--- config.mk ---
export PLATFORM = sky130hd
export DESIGN_NAME = lightgun_pad_command_responder
export DESIGN_NICKNAME = d
export VERILOG_FILES = /design/src/design/lgpc_pkg.sv /design/src/design/lightgun_pad_command_responder.sv /design/src/design/lgpc_state_regs.sv /design/src/design/lgpc_reply_build.sv /design/src/design/lgpc_serializer.sv
export SDC_FILE = /design/constraint.sdc
export NUM_CORES = 1
export LEC_CHECK = 0
export BUFFER_PORTS_ARGS = -buffer_cell sky130_fd_sc_hd__buf_2
export CORE_UTILIZATION = 50
export CTS_CLUSTER_SIZE = 30
export DETAILED_ROUTE_END_ITERATION = 7
export MAX_ROUTING_LAYER = met4
export PLACE_DENSITY_LB_ADDON = 0.3
export SETUP_SLACK_MARGIN = 0.15
export SLEW_MARGIN = 10
export SYNTH_ARGS = -nofsm -noshare
export SYNTH_HDL_FRONTEND = slang
export SYNTH_HIERARCHICAL = 1
export SYNTH_SLANG_ARGS = --single-unit
--- constraint.sdc ---
create_clock -name i_clk -period 5.3 [get_ports i_clk]
set_input_delay 0.53 -clock i_clk [delete_from_list [all_inputs] [get_ports i_clk]]
set_output_delay 0.53 -clock i_clk [all_outputs]
set_load 0.01 [all_outputs]
--- src/design/lgpc_pkg.sv ---
// Shared types, codes and reply builders for the light-gun pad responder.
// No dependencies; imported by every module of the block.
`default_nettype none
package lgpc_pkg;

    // Reply geometry
    localparam int ReplyLen = 9;
    localparam int IdxW     = $clog2(ReplyLen);

    // Item kinds
    typedef enum logic [1:0] {
        OP_COMMAND = 2'd0,
        OP_PRESS   = 2'd1,
        OP_RELEASE = 2'd2,
        OP_ANALOG  = 2'd3
    } t_op;

    // Handled command codes
    localparam logic [7:0] CMD_INIT_PRESSURE = 8'h40;
    localparam logic [7:0] CMD_QUERY_MASK    = 8'h41;
    localparam logic [7:0] CMD_POLL          = 8'h42;
    localparam logic [7:0] CMD_SETUP_SWITCH  = 8'h43;
    localparam logic [7:0] CMD_SET_ANALOG    = 8'h44;
    localparam logic [7:0] CMD_IDENT         = 8'h45;
    localparam logic [7:0] CMD_ACTUATOR_INFO = 8'h46;
    localparam logic [7:0] CMD_COMBO_INFO    = 8'h47;
    localparam logic [7:0] CMD_LAYOUT_INFO   = 8'h4C;
    localparam logic [7:0] CMD_VIBRATION_MAP = 8'h4D;
    localparam logic [7:0] CMD_NATIVE_MODE   = 8'h4F;

    // Fixed reply bytes
    localparam logic [7:0] BYTE_HEAD = 8'hff;
    localparam logic [7:0] ID_LIVE   = 8'h63;
    localparam logic [7:0] ID_CONFIG = 8'hf3;
    localparam logic [7:0] BYTE_ACK  = 8'h5a;

    // State reset values
    localparam logic [15:0] BUTTONS_RESET = 16'hffff;
    localparam logic [15:0] POS_H_RESET   = 16'h010d;
    localparam logic [15:0] POS_V_RESET   = 16'h0088;

    // Reply bytes, index 0 goes out first
    typedef logic [ReplyLen-1:0][7:0] t_reply_bytes;

    typedef struct packed {
        logic [15:0] buttons;
        logic [15:0] pos_h;
        logic [15:0] pos_v;
        logic        setup_mode;
    } t_pad_state;

    typedef struct packed {
        logic        btn_press;
        logic        btn_release;
        logic [15:0] mask;
        logic        axis_wr;
        logic        axis_sel;
        logic [7:0]  axis_val;
        logic        setup_wr;
        logic        setup_val;
    } t_state_upd;

    typedef struct packed {
        t_reply_bytes    bytes;
        logic [IdxW-1:0] last_idx;
        logic            bad;
    } t_reply;

    // Config-style reply: ff f3 5a 00 00 b5 b6 b7 b8
    function automatic t_reply_bytes cfg_reply(input logic [7:0] b5, input logic [7:0] b6,
                                               input logic [7:0] b7, input logic [7:0] b8);
        t_reply_bytes r;
        r[0] = BYTE_HEAD;
        r[1] = ID_CONFIG;
        r[2] = BYTE_ACK;
        r[3] = 8'h00;
        r[4] = 8'h00;
        r[5] = b5;
        r[6] = b6;
        r[7] = b7;
        r[8] = b8;
        return r;
    endfunction

    // Live data reply from the current pad state
    function automatic t_reply_bytes live_reply(input t_pad_state s);
        t_reply_bytes r;
        r[0] = BYTE_HEAD;
        r[1] = ID_LIVE;
        r[2] = BYTE_ACK;
        r[3] = s.buttons[7:0];
        r[4] = s.buttons[15:8];
        r[5] = s.pos_h[7:0];
        r[6] = s.pos_h[15:8];
        r[7] = s.pos_v[7:0];
        r[8] = s.pos_v[15:8];
        return r;
    endfunction

endpackage
`default_nettype wire

--- src/design/lightgun_pad_command_responder.sv ---
// Top level of the light-gun pad responder: input register, state, decoder, output.
// Depends on lgpc_pkg, lgpc_state_regs, lgpc_reply_build, lgpc_serializer.
//
// Light-gun pad responder. Each input transaction is a command packet, a button
// press, a button release or a position change. Press, release and position
// transactions update the button word or the X/Y position and produce no output;
// they never stall in the input register. A command produces a nine-byte reply,
// one byte per output transaction, with o_last_byte on the ninth; an unhandled
// command code produces a single 0xff byte with o_last_byte and o_bad_command set.
// The reply carries the button and position state as it stands after every
// earlier input transaction. A command waits in the input register until the
// output register is free. The output register sends one byte per cycle while it
// is not stalled from downstream; the next command enters it in the cycle its
// predecessor's last byte is taken.
// Command 0x43 sets setup mode to (argument != 0) after its reply is formed.
`default_nettype none
module lightgun_pad_command_responder (
    input  wire logic        i_clk,
    input  wire logic        i_rst_n,
    // input channel
    input  wire logic        i_valid,
    output logic             o_stall,
    input  wire logic [1:0]  i_op,
    input  wire logic [7:0]  i_command_byte,
    input  wire logic [7:0]  i_argument_byte,
    input  wire logic [15:0] i_button_mask,
    input  wire logic        i_axis_select,
    input  wire logic [7:0]  i_axis_value,
    // output channel
    output logic             o_valid,
    input  wire logic        i_stall,
    output logic [7:0]       o_reply_byte,
    output logic             o_last_byte,
    output logic             o_bad_command
);
    import lgpc_pkg::*;

    logic        r_in_valid;
    t_op         r_in_op;
    logic [7:0]  r_in_cmd;
    logic [7:0]  r_in_arg;
    logic [15:0] r_in_mask;
    logic        r_in_axis;
    logic [7:0]  r_in_val;

    logic       in_take;
    logic       advance;
    logic       is_cmd;
    logic       ser_free;
    logic       load;
    t_state_upd upd;
    t_pad_state pad_state;
    t_reply     reply;

    // Handshake: a command leaves the input register only into a free output
    assign is_cmd  = (r_in_op == OP_COMMAND);
    assign advance = r_in_valid && (!is_cmd || ser_free);
    assign load    = r_in_valid && is_cmd && ser_free;
    assign o_stall = r_in_valid && !advance;
    assign in_take = i_valid && !o_stall;

    // Input register control
    always_ff @(posedge i_clk) begin
        if (!i_rst_n) begin
            r_in_valid <= 1'b0;
        end else if (in_take) begin
            r_in_valid <= 1'b1;
        end else if (advance) begin
            r_in_valid <= 1'b0;
        end
    end

    // Input register payload
    always_ff @(posedge i_clk) begin
        if (in_take) begin
            r_in_op   <= t_op'(i_op);
            r_in_cmd  <= i_command_byte;
            r_in_arg  <= i_argument_byte;
            r_in_mask <= i_button_mask;
            r_in_axis <= i_axis_select;
            r_in_val  <= i_axis_value;
        end
    end

    // State updates, applied as the item leaves the input register
    always_comb begin
        upd.btn_press   = advance && (r_in_op == OP_PRESS);
        upd.btn_release = advance && (r_in_op == OP_RELEASE);
        upd.mask        = r_in_mask;
        upd.axis_wr     = advance && (r_in_op == OP_ANALOG);
        upd.axis_sel    = r_in_axis;
        upd.axis_val    = r_in_val;
        upd.setup_wr    = load && (r_in_cmd == CMD_SETUP_SWITCH);
        upd.setup_val   = (r_in_arg != 8'h00);
    end

    lgpc_state_regs u_state (
        .i_clk   (i_clk),
        .i_rst_n (i_rst_n),
        .i_upd   (upd),
        .o_state (pad_state)
    );

    lgpc_reply_build u_build (
        .i_cmd   (r_in_cmd),
        .i_arg   (r_in_arg),
        .i_state (pad_state),
        .o_reply (reply)
    );

    lgpc_serializer u_ser (
        .i_clk         (i_clk),
        .i_rst_n       (i_rst_n),
        .i_load        (load),
        .i_reply       (reply),
        .o_free        (ser_free),
        .o_valid       (o_valid),
        .i_stall       (i_stall),
        .o_reply_byte  (o_reply_byte),
        .o_last_byte   (o_last_byte),
        .o_bad_command (o_bad_command)
    );

    // Checks
    a_bad_is_single: assert property (@(posedge i_clk) disable iff (!i_rst_n)
        o_valid && o_bad_command |-> o_last_byte)
        else $error("flagged error byte not marked last");

    a_reply_continues: assert property (@(posedge i_clk) disable iff (!i_rst_n)
        o_valid && !i_stall && !o_last_byte |=> o_valid && !o_bad_command)
        else $error("reply packet broken off before its last byte");

    a_noncmd_no_stall: assert property (@(posedge i_clk) disable iff (!i_rst_n)
        r_in_valid && !is_cmd |-> !o_stall)
        else $error("state-only transaction held in input register");

    a_load_when_free: assert property (@(posedge i_clk) disable iff (!i_rst_n)
        load |-> !o_valid || (!i_stall && o_last_byte))
        else $error("new reply loaded over a packet still in flight");

endmodule
`default_nettype wire

--- src/design/lgpc_state_regs.sv ---
// Pad state registers: button word, positions and setup-mode flag.
// Depends on lgpc_pkg.
`default_nettype none
module lgpc_state_regs (
    input  wire logic                i_clk,
    input  wire logic                i_rst_n,
    input  wire lgpc_pkg::t_state_upd i_upd,
    output lgpc_pkg::t_pad_state     o_state
);
    import lgpc_pkg::*;

    logic [15:0] r_buttons, n_buttons;
    logic [15:0] r_pos_h, n_pos_h;
    logic [15:0] r_pos_v, n_pos_v;
    logic        r_setup, n_setup;

    // Next state from the update strobes
    always_comb begin
        n_buttons = r_buttons;
        n_pos_h   = r_pos_h;
        n_pos_v   = r_pos_v;
        n_setup   = r_setup;
        if (i_upd.btn_press) begin
            n_buttons = r_buttons & ~i_upd.mask;
        end
        if (i_upd.btn_release) begin
            n_buttons = r_buttons | i_upd.mask;
        end
        if (i_upd.axis_wr) begin
            if (i_upd.axis_sel) begin
                n_pos_v = {8'h00, i_upd.axis_val};
            end else begin
                n_pos_h = {8'h00, i_upd.axis_val};
            end
        end
        if (i_upd.setup_wr) begin
            n_setup = i_upd.setup_val;
        end
    end

    always_ff @(posedge i_clk) begin
        if (!i_rst_n) begin
            r_buttons <= BUTTONS_RESET;
            r_pos_h   <= POS_H_RESET;
            r_pos_v   <= POS_V_RESET;
            r_setup   <= 1'b0;
        end else begin
            r_buttons <= n_buttons;
            r_pos_h   <= n_pos_h;
            r_pos_v   <= n_pos_v;
            r_setup   <= n_setup;
        end
    end

    assign o_state = '{buttons: r_buttons, pos_h: r_pos_h, pos_v: r_pos_v,
                       setup_mode: r_setup};

endmodule
`default_nettype wire

--- src/design/lgpc_reply_build.sv ---
// Command decoder: builds the reply packet for one command from the pad state.
// Depends on lgpc_pkg.
`default_nettype none
module lgpc_reply_build (
    input  wire logic [7:0]          i_cmd,
    input  wire logic [7:0]          i_arg,
    input  wire lgpc_pkg::t_pad_state i_state,
    output lgpc_pkg::t_reply         o_reply
);
    import lgpc_pkg::*;

    logic arg_nz;
    assign arg_nz = (i_arg != 8'h00);

    // Decode the command into a reply
    always_comb begin
        o_reply.last_idx = IdxW'(ReplyLen - 1);
        o_reply.bad      = 1'b0;
        o_reply.bytes    = cfg_reply(8'h00, 8'h00, 8'h00, 8'h00);
        unique case (i_cmd)
            CMD_INIT_PRESSURE: o_reply.bytes = cfg_reply(8'h02, 8'h00, 8'h00, 8'h5a);
            CMD_QUERY_MASK:    o_reply.bytes = cfg_reply(8'h00, 8'h00, 8'h00, 8'h00);
            CMD_POLL:          o_reply.bytes = live_reply(i_state);
            CMD_SETUP_SWITCH: begin
                // reply follows the flag as it was before this command
                if (i_state.setup_mode) begin
                    o_reply.bytes = cfg_reply(8'h00, 8'h00, 8'h00, 8'h00);
                end else begin
                    o_reply.bytes = live_reply(i_state);
                end
            end
            CMD_SET_ANALOG:    o_reply.bytes = cfg_reply(8'h00, 8'h00, 8'h00, 8'h00);
            CMD_IDENT: begin
                o_reply.bytes    = cfg_reply(8'h00, 8'h02, 8'h01, 8'h00);
                o_reply.bytes[3] = 8'h03;
                o_reply.bytes[4] = 8'h02;
            end
            CMD_ACTUATOR_INFO: begin
                if (arg_nz) begin
                    o_reply.bytes = cfg_reply(8'h01, 8'h01, 8'h01, 8'h14);
                end else begin
                    o_reply.bytes = cfg_reply(8'h01, 8'h02, 8'h00, 8'h0a);
                end
            end
            CMD_COMBO_INFO:    o_reply.bytes = cfg_reply(8'h02, 8'h00, 8'h01, 8'h00);
            CMD_LAYOUT_INFO:
                o_reply.bytes = cfg_reply(8'h00, arg_nz ? 8'h07 : 8'h04, 8'h00, 8'h00);
            CMD_VIBRATION_MAP: o_reply.bytes = cfg_reply(8'hff, 8'hff, 8'hff, 8'hff);
            CMD_NATIVE_MODE:   o_reply.bytes = cfg_reply(8'h00, 8'h00, 8'h00, 8'h5a);
            default: begin
                // unhandled code: single flagged byte
                o_reply.bytes    = '0;
                o_reply.bytes[0] = BYTE_HEAD;
                o_reply.last_idx = '0;
                o_reply.bad      = 1'b1;
            end
        endcase
    end

endmodule
`default_nettype wire

--- src/design/lgpc_serializer.sv ---
// Output register: holds one reply packet and sends it one byte per transaction.
// Depends on lgpc_pkg.
`default_nettype none
module lgpc_serializer (
    input  wire logic             i_clk,
    input  wire logic             i_rst_n,
    input  wire logic             i_load,
    input  wire lgpc_pkg::t_reply i_reply,
    output logic                  o_free,
    output logic                  o_valid,
    input  wire logic             i_stall,
    output logic [7:0]            o_reply_byte,
    output logic                  o_last_byte,
    output logic                  o_bad_command
);
    import lgpc_pkg::*;

    logic            r_valid;
    t_reply_bytes    r_bytes;
    logic [IdxW-1:0] r_left;
    logic            r_bad;
    logic            take;
    logic            at_last;

    assign take    = r_valid && !i_stall;
    assign at_last = (r_left == '0);
    // free when empty or the last byte leaves this cycle
    assign o_free  = !r_valid || (take && at_last);

    // Control
    always_ff @(posedge i_clk) begin
        if (!i_rst_n) begin
            r_valid <= 1'b0;
        end else if (i_load) begin
            r_valid <= 1'b1;
        end else if (take && at_last) begin
            r_valid <= 1'b0;
        end
    end

    // Payload: load a packet or shift out the byte just taken
    always_ff @(posedge i_clk) begin
        if (i_load) begin
            r_bytes <= i_reply.bytes;
            r_left  <= i_reply.last_idx;
            r_bad   <= i_reply.bad;
        end else if (take && !at_last) begin
            r_bytes <= t_reply_bytes'(r_bytes >> 8);
            r_left  <= r_left - IdxW'(1);
        end
    end

    assign o_valid       = r_valid;
    assign o_reply_byte  = r_bytes[0];
    assign o_last_byte   = at_last;
    assign o_bad_command = r_bad;

endmodule
`default_nettype wire
==> results of run 1 <==
==> layout by cell type, fill, tap and decap left out, types with 16 or more instances in the layout <==
master                        n
sky130_fd_sc_hd__a21o_2      21
sky130_fd_sc_hd__a221o_1     16
sky130_fd_sc_hd__and2_1      22
sky130_fd_sc_hd__buf_2       58
sky130_fd_sc_hd__clkbuf_16   19
sky130_fd_sc_hd__conb_1      32
sky130_fd_sc_hd__dfxtp_1     36
sky130_fd_sc_hd__edfxtp_1   120
sky130_fd_sc_hd__mux2_2      64
sky130_fd_sc_hd__nand2_1     42
==> worst paths after layout <==
check / start / slack [ps] / end
min reg2reg: u_state/r_pos_h[3]$_SDFFE_PN1P_ / 460 / u_state/r_pos_h[3]$_SDFFE_PN1P_
min: i_command_byte[0] / 280 / r_in_cmd[0]$_DFFE_PP_
max reg2reg: u_ser/r_left[1]$_DFFE_PP_ / 1920 / u_state/r_setup$_SDFFE_PN0P_
max: u_ser/r_left[1]$_DFFE_PP_ / 1920 / u_state/r_setup$_SDFFE_PN0P_
==> routing by layer <==
| metal | GRT usage | vias up | part of all wire |
|---|---|---|---|
| met2 | 0.302 | 75 | 0.52 |
| met1 | 0.206 | 1865 | 0.43 |
| met5 | - | - | 0 |
| met3 | 0.0451 | 15 | 0.038 |
| li1 | - | 1876 | - |
| met4 | 0.0671 | 0 | 0.017 |
==> power by group <==
group | switching (mW) | internal [mW] | total [mW]
sequential | 0.0236 | 1.36 | 1.39
combinational | 0.0561 | 0.0478 | 0.104
clock | 0.455 | 0.714 | 1.17
==> per-stage QoR <==
stage	cell area (sq um)	worst slack (ps)	utilization
3_3_place_gp	7190	2010	0.518
2_1_floorplan	7250	1170	-
4_1_cts	7770	1900	0.560
5_1_grt	7770	1670	0.560
3_5_place_dp	7190	1940	0.518
6_report	7770	1920	0.560
==> cells by family after synthesis <==
family                   share of synthesized area
AND/OR/NAND/NOR                             0.0920
multiplexers                                 0.116
flip-flops                                   0.606
XOR/XNOR                                   0.00245
other                                      0.00158
buffers and inverters                       0.0923
AO/OA/AOI/OAI                               0.0880
adder cells (fa/ha/maj)                    0.00175
==> worst max-delay path, cell delays in order (launching register included) <==
cell,delay (ps)
sky130_fd_sc_hd__edfxtp_1,430
sky130_fd_sc_hd__inv_1,100
sky130_fd_sc_hd__ha_1,180
sky130_fd_sc_hd__or3b_4,400
sky130_fd_sc_hd__o21ai_0,370
sky130_fd_sc_hd__and4bb_4,570
sky130_fd_sc_hd__buf_4,620
sky130_fd_sc_hd__and3_2,320
sky130_fd_sc_hd__mux2i_1,200
sky130_fd_sc_hd__nor2_1,50
==> area by class of cell <==
class | count | area [sq um] | share of cell area
well taps | 180 | 225 | 0.0290
multi-input cells | 296 | 2290 | 0.294
inverters | 12 | 45.0 | 0.00580
clock inverters | 9 | 82.6 | 0.0106
clock buffers | 23 | 500 | 0.0644
repair buffers | 60 | 305 | 0.0393
flip-flops and latches | 156 | 4320 | 0.557
==> qor.yml, run 1 <==
clocking:
  clock-root-buffer: "sky130_fd_sc_hd__clkbuf_16"
  cts_setup_buffers: 0
  cts_max_path_buffers: 2
  cts_buffers: 17
  clkSlewWorstSetupHoldPaths_ps: 60
  cts-htree-levels: 4
  cts_sinks: 156
  worst_skew_late_latency_ps: 420
  post_cts_resize_count: 0
  hold_buffers: 0
  cts_tree: "done"
synth:
  synth_most_common_cell: "sky130_fd_sc_hd__edfxtp_1"
  synthDistinctLibCells: 55
  syn_inst: 515
  fraction_of_registers_with_async_set_or_reset_after_synthesis: 0
  syn_avg_cell_area_sq_um: 13.9
  top_cell_types_by_occurrence_after_synthesis: "120 x sky130_fd_sc_hd__edfxtp_1, 64 x sky130_fd_sc_hd__mux2_2, 52 x sky130_fd_sc_hd__buf_4"
  post_synth_main_area_contributors: "sky130_fd_sc_hd__edfxtp_1 50%, sky130_fd_sc_hd__dfxtp_1 10%, sky130_fd_sc_hd__mux2_2 10%, sky130_fd_sc_hd__buf_4 5.5%, sky130_fd_sc_hd__a21o_2 2.6%"
  ys_seq_elements: 156
  seq_area_frac_synth: 0.606
  count_of_flip_flops_with_a_built_in_enable_after_synthesis: 120
  synth.top_cell.area_share: 0.505
  synth_ff_type: "sky130_fd_sc_hd__edfxtp_1"
  post-synth-top-area-cell: "sky130_fd_sc_hd__edfxtp_1"
  post_synth_instance_area_sq_um: 7140
  synthesis.yosys.warnings: 6
sta:
  worst_clock_skew_ps: 10.9
  hold-worst-slack_ps: 283
  final-max-slew-violation-count: 0
  finalCriticalPeriod_ps: 3380
  setup-violations-final: 0
  fin_tns_setup_ps: 0
  worst-slew-pin-transition_ps: 1180
  timing.max_slew.rel_slack: 0.210
  hold_violations: 0
  maxClockFrequency_ghz: 0.296
  final.period_utilization: 0.638
  grt_setup_unrepaired: "false"
routing:
  drt-vias-per-instance: 5.21
  drtIter0Drc: 285
  detail-route-antenna-nets: 0
  drc: 0
  route.final.wire_length_um: 11600
  detail_route.first_pass.iterations: 6
  routed-via-count: 3831
  drt-wirelength-per-cell_um: 15.8
grt:
  grt.overflow.total: 0
  first_pass_grt_wire_length_um: 19300
  number_of_antenna_violations_at_the_first_check_in_global_routing: 0
  grt_usage: 0.179
  grt_start_max_net_pins: 77
  number_of_global_route_vias_before_repair: 4067
placement:
  dp.final_hpwl_um: 7410
  port-buffer-count: 58
  cells_after_dpl: 704
  finalWeightedCongestion: 0.813
power_and_ir_drop:
  power.total_mw: 2.66
  worst_ir_drop_vdd_mv: 0.211
  power_per_cell_area_nw_per_um2: 342
  power.leakage_nw: 3.01
finish:
  final.fill_count: 1150
  final_net_count: 591
  fraction_of_layout_instances_using_a_drive_strength_above_1: 0.344
  final_cells: 736
  antennaDiodeCount: 0
  synthToLayoutAreaGrowth_pct: 8.80
run:
  maxCapViolCount: 0
setup_path:
  worst-setup-path-type: "reg -> reg"
  r2r.worst_path.cells: 9
  cp_max_fo: 55
  endpoint_kind: "flip-flop"
  worstSetupStartpointType: "flip-flop"
  required_ps: 5580
  timing.critical_path.arrival_ps: 3670
die:
  core_area_sq_um: 13900
  die_h_um: 122
  ios: 59
  die_area_sq_um: 14800
  floorplan.die.width_um: 122
  floorplan.initialDensity: 0.514
  std_cell_rows: 43
worst_hold_path:
  worst_hold_path_type: "in -> reg"
  hold_path_depth: 1
status:
  status: "finished, final reports clean"
Power figures use the tool's default switching activity.
==> run 2, diff against run 1 <==
- clock period: 5.3 -> 3.49 ns (I/O delays scaled with it)
==> qor.yml, run 2 (synthesis results as in run 1) <==
clocking:
  cts_buffers: 17  # unchanged
  clkSlewWorstSetupHoldPaths_ps: 60  # about the same
  cts_setup_buffers: 0  # unchanged
  clock-root-buffer: "sky130_fd_sc_hd__clkbuf_16"
  hold_buffers: 0  # unchanged
  worst_skew_late_latency_ps: 420  # about the same
  cts-htree-levels: 4  # unchanged
  cts_sinks: 156  # unchanged
  cts_tree: "done"
  post_cts_resize_count: 0  # unchanged
  cts_max_path_buffers: 2  # unchanged
routing:
  drt-vias-per-instance: 5.22  # +0.34%
  route.final.wire_length_um: 11900  # +2.3%
  drc: 0  # unchanged
  detail-route-antenna-nets: 0  # unchanged
  drt-wirelength-per-cell_um: 16.1  # +1.7%
  detail_route.first_pass.iterations: 4  # -2
  routed-via-count: 3865  # +0.89%
  drtIter0Drc: 198  # -31%
power_and_ir_drop:
  switching_power_uw: 800  # +50%
  share_clk_of_total_power: 0.426  # -0.014
  power_per_cell_area_nw_per_um2: 507  # +48%
  seq_power_share: 0.533  # +0.012
  internal_power_mw: 3.15  # +48%
  power.switching_fraction: 0.203  # +0.00156
  worst_ir_drop_vdd_mv: 0.312  # +47%
  comb_power_share: 0.042  # +0.003
  power.leakage_nw: 3.02  # +0.18%
finish:
  final.fill_count: 1142  # -0.70%
  seq_area_sq_um: 4320  # unchanged
  fraction_of_layout_instances_using_a_drive_strength_above_1: 0.343  # -0.000668
  synthToLayoutAreaGrowth_pct: 9.11
  fin_util: 0.561  # +0.00162
  mostFrequentLayoutCell: "sky130_fd_sc_hd__edfxtp_1"
  antennaDiodeCount: 0  # unchanged
  mostFrequentLayoutCells: "120 x sky130_fd_sc_hd__edfxtp_1, 64 x sky130_fd_sc_hd__mux2_2, 58 x sky130_fd_sc_hd__buf_2"
  final_net_count: 595  # +0.68%
  area_of_the_multi_input_gates_sq_um: 2290  # unchanged
setup_path:
  timing.critical_path.arrival_ps: 2970  # -700 ps
  timing.critical_path.max_delay_family: "simple AND/OR/NAND/NOR gates"
  endpoint_kind: "flip-flop"
  cp_slowest_stage_delay_ps: 420  # -200 ps
  crit_path_top_delay_cell: "sky130_fd_sc_hd__edfxtp_1"
  worstSetupStartpointType: "flip-flop"
  timing.critical_path.cells: "inv_1 > ha_1 > or3b_4 > o21ai_0 > and4bb_4 > buf_4 > mux2_2"
  cp_max_fo: 32  # -42%
  required_ps: 3660  # -1920 ps
  worst-setup-path-type: "reg -> reg"
  timing.critical_path.buf_inv: 2  # unchanged
sta:
  setup-violations-final: 0  # unchanged
  finalCriticalPeriod_ps: 2800  # -580 ps
  final.period_utilization: 0.804  # +0.165
  worst-slew-pin-transition_ps: 1160  # -21.1 ps
  fin_tns_setup_ps: 0  # unchanged
  worst_clock_skew_ps: 7.13  # -3.74 ps
  hold_violations: 0  # unchanged
  maxClockFrequency_ghz: 0.357  # +21%
  hold-worst-slack_ps: 99.8  # -183 ps
  timing.max_slew.rel_slack: 0.225  # +0.0142
  final-max-slew-violation-count: 0  # unchanged
  grt_setup_unrepaired: "false"
placement:
  dp.final_hpwl_um: 7480  # +0.93%
  finalWeightedCongestion: 0.776  # -4.6%
  port-buffer-count: 58  # unchanged
grt:
  grt.overflow.total: 0  # unchanged
  number_of_global_route_vias_before_repair: 3933  # -3.3%
  first_pass_grt_wire_length_um: 19400  # +0.25%
  grt_usage: 0.181  # +0.00217
  number_of_antenna_violations_at_the_first_check_in_global_routing: 0  # unchanged
  grt_start_max_net_pins: 72  # -6.5%
die:
  floorplan.die.width_um: 122  # unchanged
  die_h_um: 122  # unchanged
  floorplan.initialDensity: 0.514  # unchanged
  ios: 59  # unchanged
  std_cell_rows: 43  # unchanged
  core_area_sq_um: 13900  # unchanged
  die_area_sq_um: 14800  # unchanged
run:
  maxCapViolCount: 0  # unchanged
worst_hold_path:
  worst_hold_path_type: "in -> reg"
status:
  status: "finished, final reports clean"
[run 2: changes by cell type in the layout (fill, tap and decap cells not counted), moves of 2 or more]
cell,delta
sky130_fd_sc_hd__buf_12,+3
sky130_fd_sc_hd__clkbuf_16,-2
sky130_fd_sc_hd__clkinv_1,+3
sky130_fd_sc_hd__clkinv_4,-2
[run 2: power by group through the flow]
stage | combinational [mW] | clock [mW] | sequential (mW)
6_report | 0.165 | 1.68 | 2.10
5_1_grt | 0.182 | 1.78 | 2.11
4_1_cts | 0.167 | 1.71 | 2.10
3_5_place_dp | 0.165 | 0 | 2.14
3_3_place_gp | 0.159 | 0 | 2.14
2_1_floorplan | 0.151 | 0 | 2.13
[run 2: per-layer routing]
metal	GRT usage	part of all wire	vias to the layer above
met2	0.303	0.51	92
li1	-	-	1886
met4	0.0787	0.017	0
met3	0.0428	0.046	17
met1	0.209	0.43	1870
met5	-	0	-
[run 2: worst register-to-register path, stage by stage, from the launching register on]
cell and delay, ps:
sky130_fd_sc_hd__edfxtp_1 420, sky130_fd_sc_hd__inv_1 80, sky130_fd_sc_hd__ha_1 180, sky130_fd_sc_hd__or3b_4 400
sky130_fd_sc_hd__o21ai_0 380, sky130_fd_sc_hd__and4bb_4 340, sky130_fd_sc_hd__buf_4 360, sky130_fd_sc_hd__mux2_2 400
[run 2: final timing paths]
path / start / endpoint / slack (ps) / cells past startpoint
max: u_ser/r_left[0]$_DFFE_PP_ / u_ser/r_bytes[43]$_DFFE_PP_ / 690 / 7
min: i_command_byte[0] / r_in_cmd[0]$_DFFE_PP_ / 100 / 1
max reg2reg: u_ser/r_left[0]$_DFFE_PP_ / u_ser/r_bytes[43]$_DFFE_PP_ / 690 / 7
min reg2reg: u_state/r_pos_v[5]$_SDFFE_PN0P_ / u_state/r_pos_v[5]$_SDFFE_PN0P_ / 460 / 2
[run 2: cell type report]
type                       count  area share
clock buffer                  22      0.0596
clock inverter                10     0.00947
inverter                      12     0.00578
multi-input combinational    296       0.293
sequential                   156       0.555
tap                          180      0.0289
timing repair buffer          64      0.0479
[run 2: through the flow]
step                      power [mW]  instances  cell area [sq um]  setup slack, ps
after global placement          2.30        708               7250              795
after floorplan                 2.28        544               7260              472
final                           3.95        740               7790              686
after global routing            4.08        740               7790              569
after CTS                       3.98        740               7790              690
after detailed placement        2.31        708               7250              697
